--- config.mk ---
export PLATFORM = sky130hd
export DESIGN_NAME = rbct_divider
export DESIGN_NICKNAME = d
export VERILOG_FILES = /design/src/design/rbct_pkg.sv /design/src/design/rbct_divider.sv
export SDC_FILE = /design/constraint.sdc
export NUM_CORES = 1
export LEC_CHECK = 0
export CAP_MARGIN = 5
export CELL_PAD_IN_SITES_DETAIL_PLACEMENT = 1
export CELL_PAD_IN_SITES_GLOBAL_PLACEMENT = 1
export CORE_ASPECT_RATIO = 2
export CORE_UTILIZATION = 48
export CTS_CLUSTER_DIAMETER = 120
export DETAILED_ROUTE_END_ITERATION = 6
export DONT_BUFFER_PORTS = 1
export PLACE_DENSITY_LB_ADDON = 0.1
export SLEW_MARGIN = 0
export SYNTH_ARGS = -nofsm -noshare
export SYNTH_HDL_FRONTEND = slang
export SYNTH_SLANG_ARGS = --single-unit
--- constraint.sdc ---
create_clock -name clk_i -period 5.6 [get_ports clk_i]
set_input_delay 1.4 -clock clk_i [delete_from_list [all_inputs] [get_ports clk_i]]
set_output_delay 1.4 -clock clk_i [all_outputs]
set_load 0.01 [all_outputs]
--- src/design/rbct_pkg.sv ---
`default_nettype none
package rbct_pkg;

  typedef enum logic [2:0] {
    REG_HUE_LOW  = 3'd0,
    REG_HUE_HIGH = 3'd1,
    REG_SAT_MIN  = 3'd2,
    REG_VAL_MIN  = 3'd3,
    REG_MIN_PIX  = 3'd4,
    REG_WIDTH    = 3'd5,
    REG_HEIGHT   = 3'd6,
    REG_NONE     = 3'd7
  } reg_idx_e;

  localparam int unsigned CfgIdxW  = 3;
  localparam int unsigned CfgDataW = 21;
  localparam int unsigned SumW     = 30;
  localparam int unsigned TallyW   = 21;
  localparam int unsigned CoordW   = 11;
  localparam logic [SumW-1:0]   SumMax   = {SumW{1'b1}};
  localparam logic [TallyW-1:0] TallyMax = {TallyW{1'b1}};

  typedef enum logic [1:0] {
    DIV_IDLE = 2'd0,
    DIV_RUN  = 2'd1,
    DIV_DONE = 2'd2
  } div_state_e;

  // frame summary handed from the accumulator to the divider
  typedef struct packed {
    logic              found;
    logic [SumW-1:0]   sum_x;
    logic [SumW-1:0]   sum_y;
    logic [TallyW-1:0] tally;
    logic [CoordW-1:0] w;
    logic [CoordW-1:0] h;
  } frame_t;

  typedef struct packed {
    logic              found;
    logic [CoordW-1:0] center_x;
    logic [CoordW-1:0] center_y;
    logic [TallyW-1:0] red_count;
  } result_t;

endpackage
`default_nettype wire

--- src/design/rbct_divider.sv ---
`default_nettype none
module rbct_divider (
  input  wire logic             clk_i,
  input  wire logic             rst_ni,
  input  wire logic             frm_valid_i,
  output logic                  frm_ready_o,
  input  wire rbct_pkg::frame_t frm_i,
  output logic                  res_valid_o,
  input  wire logic             res_ready_i,
  output rbct_pkg::result_t     res_o
);
  localparam int unsigned SumW = rbct_pkg::SumW;
  localparam int unsigned TW   = rbct_pkg::TallyW;
  localparam int unsigned CntW = $clog2(SumW + 1);

  rbct_pkg::div_state_e state_q, state_d;
  rbct_pkg::frame_t     frm_q;
  logic [SumW-1:0] qx_q, qy_q;
  logic [TW:0]     rx_q, ry_q;
  logic [CntW-1:0] cnt_q;
  logic [TW:0]     tx, ty;
  logic [TW:0]     dvs;

  assign dvs = {1'b0, frm_q.tally};
  assign tx  = {rx_q[TW-1:0], qx_q[SumW-1]};
  assign ty  = {ry_q[TW-1:0], qy_q[SumW-1]};

  always_ff @(posedge clk_i or negedge rst_ni) begin
    if (!rst_ni) state_q <= rbct_pkg::DIV_IDLE;
    else state_q <= state_d;
  end

  always_comb begin
    state_d     = state_q;
    frm_ready_o = 1'b0;
    res_valid_o = 1'b0;
    case (state_q)
      rbct_pkg::DIV_IDLE: begin
        frm_ready_o = 1'b1;
        if (frm_valid_i) state_d = rbct_pkg::DIV_RUN;
      end
      rbct_pkg::DIV_RUN: begin
        if (cnt_q == CntW'(SumW - 1)) state_d = rbct_pkg::DIV_DONE;
      end
      rbct_pkg::DIV_DONE: begin
        res_valid_o = 1'b1;
        if (res_ready_i) state_d = rbct_pkg::DIV_IDLE;
      end
      default: state_d = rbct_pkg::DIV_IDLE;
    endcase
  end

  always_ff @(posedge clk_i) begin
    if (state_q == rbct_pkg::DIV_IDLE && frm_valid_i) begin
      frm_q <= frm_i;
      qx_q  <= frm_i.sum_x;
      qy_q  <= frm_i.sum_y;
      rx_q  <= '0;
      ry_q  <= '0;
      cnt_q <= '0;
    end else if (state_q == rbct_pkg::DIV_RUN) begin
      cnt_q <= cnt_q + 1'b1;
      if (tx >= dvs) begin
        rx_q <= tx - dvs; qx_q <= {qx_q[SumW-2:0], 1'b1};
      end else begin
        rx_q <= tx;       qx_q <= {qx_q[SumW-2:0], 1'b0};
      end
      if (ty >= dvs) begin
        ry_q <= ty - dvs; qy_q <= {qy_q[SumW-2:0], 1'b1};
      end else begin
        ry_q <= ty;       qy_q <= {qy_q[SumW-2:0], 1'b0};
      end
    end
  end

  always_comb begin
    res_o.found     = frm_q.found;
    res_o.red_count = frm_q.tally;
    res_o.center_x  = frm_q.found ? qx_q[rbct_pkg::CoordW-1:0] : frm_q.w;
    res_o.center_y  = frm_q.found ? qy_q[rbct_pkg::CoordW-1:0] : frm_q.h;
  end

  assert property (@(posedge clk_i) disable iff (!rst_ni)
    res_valid_o |-> !frm_ready_o)
    else $error("divider accepts while holding a result");
  assert property (@(posedge clk_i) disable iff (!rst_ni)
    res_valid_o && res_o.found |-> res_o.red_count != '0)
    else $error("found with empty tally");
  assert property (@(posedge clk_i) disable iff (!rst_ni)
    res_valid_o && !res_ready_i |=> res_valid_o && $stable(res_o))
    else $error("result changed while stalled");
endmodule
`default_nettype wire

==> results.md <==
- The global placer's final weighted congestion is 0.8543.
- The root cell of the clock tree is sky130_fd_sc_hd__clkbuf_16.
- The kind of start point of the critical path is a flip-flop.
- The max-slew violation total from the final report is 0.
- For the worst flop-to-flop path, the logic depth is 12.
- Ranked by total cell area, the synthesized netlist is headed by sky130_fd_sc_hd__edfxtp_1, sky130_fd_sc_hd__dfxtp_1, sky130_fd_sc_hd__nand2_1, sky130_fd_sc_hd__ha_1, sky130_fd_sc_hd__mux2_2.
- In this run the worst path has a maximum fanout of 31.
- The area share of the largest cell type after synthesis is 0.3722.
- Measured along the y axis, the die boundary spans 189.0 um.
- The sequential area share after synthesis is 0.4903.
- The final hold violation count is 0.
- The number of antenna violations at the first check in global routing is 1.
- The starting utilization of the core area is 0.4882.
- The analysis attributes to net switching a power of 2.615 mW.
- The startpoint of the tightest hold check path is ry_q[9].
- After layout, the worst setup slack is 1859 ps.
- Once the clock tree was built, the resizer swapped 0 gates to a different size.
- For the pin with the worst max-slew slack, the measured transition is 1158 ps.
- The number of cell rows is 68.
- The first global-routing pass estimated 33940 um of wire.
- The finished cells cover 8975 um2.
- The overall track demand over capacity in global routing is 0.2494.
- In this run the deepest clock path goes through 2 buffers.
- The Yosys step of the flow raised 0 warnings.
- The internal portion of the total power is 3.695 mW.
- The number of buffers added by the clock tree synthesis step is 17.
- In this run the cell area of the synthesized design comes to 8391 um2.
- The worst supply voltage drop on vdd is 0.3557 mV.
- In this run the worst setup path terminates at ry_q[3].
- Hold repair after CTS inserted 0 buffers.
- The number of global-route vias before repair came to 6898.
- The kind of end point of the critical path is a flip-flop.
- CTS built an H-tree with a depth of 4.
- Measured along the x axis, the die boundary spans 95.49 um.
- The detail route stage leaves a number of antenna-violating nets equal to 0.
- After global routing the overflow that remains totals 0.
- The relative contribution of combinational cells to total power is 0.477.
- The standby leakage power is 3.810 nW.
- On the critical path, the stage with the largest delay is an instance of sky130_fd_sc_hd__o21a_1.
- The clock latency on the worst-skew pair is 420 ps.
- The number of design-rule violations left by the first detailed-router iteration is 156.
- The number of violations of the max-capacitance limit is 0.
- For this run, asynchronously set or reset flops after synthesis account for 0.01307.
- The fmax is 267.3 MHz.
- sky130_fd_sc_hd__nand2_1 is the most common cell in the netlist.
- After clock tree synthesis, the clock-pin slew on the worst setup and hold paths is 60 ps.
- The share of total power dissipated in the clock network is 0.185.
- The number of ports placed on the die boundary is 154.
- The port buffer count is 0.
- TritonCTS built the clock tree.
- The area growth from synthesis to layout is 6.964%.
- The number of buffers inserted by post-CTS setup repair is 0.
- The HPWL after detailed placement is 15960 um.
- The mean instance size in the synthesized netlist is 9.556 um2.
- The register bit count reported by yosys is 153.
- After detailed routing, the total wire length is 21480 um.
- The total nets after synthesis is 1032.
- The endpoint of the worst register-to-register path is ry_q[3].
- In the final timing run, aggregate negative setup slack is 0 ps.
- The startpoint of the worst register-to-register path is res_o[0].
- The total power is 6.310 mW.
- The die covers 18050 um2.
- The placed instances occupy a cell area of 8388 um2.
- The clock arrives with 9.106 ps of skew.
- The shortest period the worst path allows is 3741 ps.
- The sequential group share of total power is 0.338.
- The count of TritonRoute iterations in the first routing pass is 5.
- Summing over every cut layer, the via total after detailed routing is 6168.
- In the routed layout, each cell is associated on average with a via count of 5.770.
- Ranked by instance count, the synthesized netlist is headed by sky130_fd_sc_hd__nand2_1, sky130_fd_sc_hd__edfxtp_1, sky130_fd_sc_hd__a21oi_1.
- For this design the ratio of total power to cell area is 703.0 nW/um2.
- The flow ran to the end, and the final reports show no timing, DRC or antenna violations.
- The most common flop cell mapped by yosys is sky130_fd_sc_hd__edfxtp_1.
- The highest cell delay on the worst timing path is 920 ps.
- The post-synthesis cell count is 878.
- Of the cells placed in the final design, the portion with a size suffix greater than 1 is 0.08974.
- The pin count of the biggest net entering global routing is 66.
- In this run the worst setup path begins at res_o[0].
- The signal on the critical path passes through ha_1 > inv_1 > fa_1 > a21o_1 > a221oi_2 > o211ai_2 > a21oi_1 > o21a_1 > buf_4 > nor2_1 > a21oi_1 > o21ai_0.
- Dividing the detail-routed wire length by the instance count gives 20.09 um.
- The switching share of total power is 0.4144.
- In this run, synthesis inferred 104 flip-flops with an integrated enable.
- The number of nets in the finished design is 999.
- The part of the cycle the worst path needs is 0.6679.
- In the routed design, unresolved DRC markers number 0.
- The most area-hungry cell type in the Yosys netlist is sky130_fd_sc_hd__edfxtp_1.
- The number of distinct library cells after synthesis is 56.
- The worst register-to-register path has a setup slack of 1860 ps.
- Setup repair after global routing left no endpoint under its margin.
- The worst hold path belongs to the class reg2reg.
- By instance count, the cell type seen most on the critical path is sky130_fd_sc_hd__a21oi_1.
- The area of the placeable core is 17190 um2.
- OpenSTA, run right after detailed placement, puts the worst setup slack at 1767 ps.
- The max-slew headroom at the worst pin is 0.2282.
- Data on the critical path is required at its endpoint by 5880 ps.
- Setup violations remaining at the end of the flow were counted as 0.
- STA puts the critical path data arrival time at 4020 ps.
- The number of sinks driven by the clock tree is 153.
- The worst setup path category is reg2reg.
[registers in the layout, indices dropped and copies added (netlist names)]
name     count
res_o       22
state_q      2
qx_q        30
cnt_q        5
qy_q        30
frm_q       22
rx_q        21
ry_q        21
[routing by layer]
metal	GRT usage	share of wire	vias to the layer above
met5	0	0	-
met4	0.1406	0.052	0
met3	0.05341	0.038	51
met2	0.4706	0.56	151
met1	0.2379	0.35	3002
li1	-	-	2964
[how the worst min path moves through the flow]
stage | depth (start not counted) | end
6_report | 2 | ry_q[9]
5_1_grt | 2 | ry_q[5]
4_1_cts | 2 | ry_q[9]
3_5_place_dp | 2 | ry_q[9]
3_3_place_gp | 2 | rx_q[20]
2_1_floorplan | 2 | rx_q[20]
[worst max-delay path, delay by kind of cell, from the launching register on]
family / cells / cell delay, ps
and+or+nand+nor: 1 / 60
DFF: 1 / 440
buffers and inverters: 2 / 360
AOI/OAI and AO/OA: 7 / 2140
adders and majority gates: 2 / 590
[power groups by stage]
stage                     Combinational (mW)  Clock, mW  Sequential (mW)
after CTS                               3.06       1.19             2.14
after global routing                    3.39       1.23             2.19
after detailed placement                3.03          0             2.16
final                                   3.01       1.17             2.13
after global placement                  2.90          0             2.13
after floorplan                         2.40          0             2.04
[through the flow]
step,hold WS [ps],instances,util
3_3_place_gp,454.3,1036,0.4881
5_1_grt,510.7,1068,0.5221
4_1_cts,486.8,1068,0.5221
6_report,487.4,1069,0.5222
2_1_floorplan,434.7,878,-
3_5_place_dp,478.0,1036,0.4881
[final cells by class]
type	count	area, um2
Fill cell	1950	8212
Sequential cell	153	4114
Multi-Input combinational cell	626	3802
Clock buffer	19	432.9
Tap cell	210	262.8
Clock inverter	13	151.4
Inverter	39	148.9
Timing Repair Buffer	8	60.06
Antenna cell	1	2.502
[cell families (layout without fill, tap and decap cells)]
family / count (synthesis) / after routing / share of synthesized area
AO/OA/AOI/OAI: 166 / 166 / 0.1288
buffers and inverters: 99 / 79 / 0.05741
AND/OR/NAND/NOR: 338 / 338 / 0.1642
flip-flops: 153 / 153 / 0.4903
multiplexers: 40 / 40 / 0.05130
XOR/XNOR: 36 / 36 / 0.03758
adder cells (fa/ha/maj): 46 / 46 / 0.07039
other: 0 / 1 / 0
[cell usage in the layout (no fill, tap or decap), types with 3 or more instances in the layout]
| cell type | count |
|---|---|
| sky130_fd_sc_hd__a211o_1 | 3 |
| sky130_fd_sc_hd__a211oi_1 | 3 |
| sky130_fd_sc_hd__a21o_1 | 13 |
| sky130_fd_sc_hd__a21oi_1 | 49 |
| sky130_fd_sc_hd__a221oi_2 | 3 |
| sky130_fd_sc_hd__a31oi_1 | 6 |
| sky130_fd_sc_hd__a32oi_1 | 6 |
| sky130_fd_sc_hd__and3_1 | 6 |
| sky130_fd_sc_hd__buf_4 | 8 |
| sky130_fd_sc_hd__bufinv_16 | 3 |
| sky130_fd_sc_hd__clkbuf_16 | 17 |
| sky130_fd_sc_hd__clkinv_1 | 3 |
| sky130_fd_sc_hd__clkinv_2 | 3 |
| sky130_fd_sc_hd__dfxtp_1 | 47 |
| sky130_fd_sc_hd__edfxtp_1 | 104 |
| sky130_fd_sc_hd__ha_1 | 44 |
| sky130_fd_sc_hd__inv_1 | 37 |
| sky130_fd_sc_hd__mux2_2 | 24 |
| sky130_fd_sc_hd__mux2i_1 | 16 |
| sky130_fd_sc_hd__nand2_1 | 244 |
| sky130_fd_sc_hd__nand2b_1 | 7 |
| sky130_fd_sc_hd__nand3_1 | 11 |
| sky130_fd_sc_hd__nand4_1 | 7 |
| sky130_fd_sc_hd__nor2_1 | 42 |
| sky130_fd_sc_hd__nor3_1 | 7 |
| sky130_fd_sc_hd__o211ai_1 | 4 |
| sky130_fd_sc_hd__o21a_1 | 3 |
| sky130_fd_sc_hd__o21ai_0 | 44 |
| sky130_fd_sc_hd__o21ai_1 | 3 |
| sky130_fd_sc_hd__o21bai_1 | 5 |
| sky130_fd_sc_hd__o221ai_1 | 3 |
| sky130_fd_sc_hd__o22ai_1 | 4 |
| sky130_fd_sc_hd__xnor2_1 | 16 |
| sky130_fd_sc_hd__xor2_1 | 20 |
Note: power is estimated with default switching activity, not from simulation.
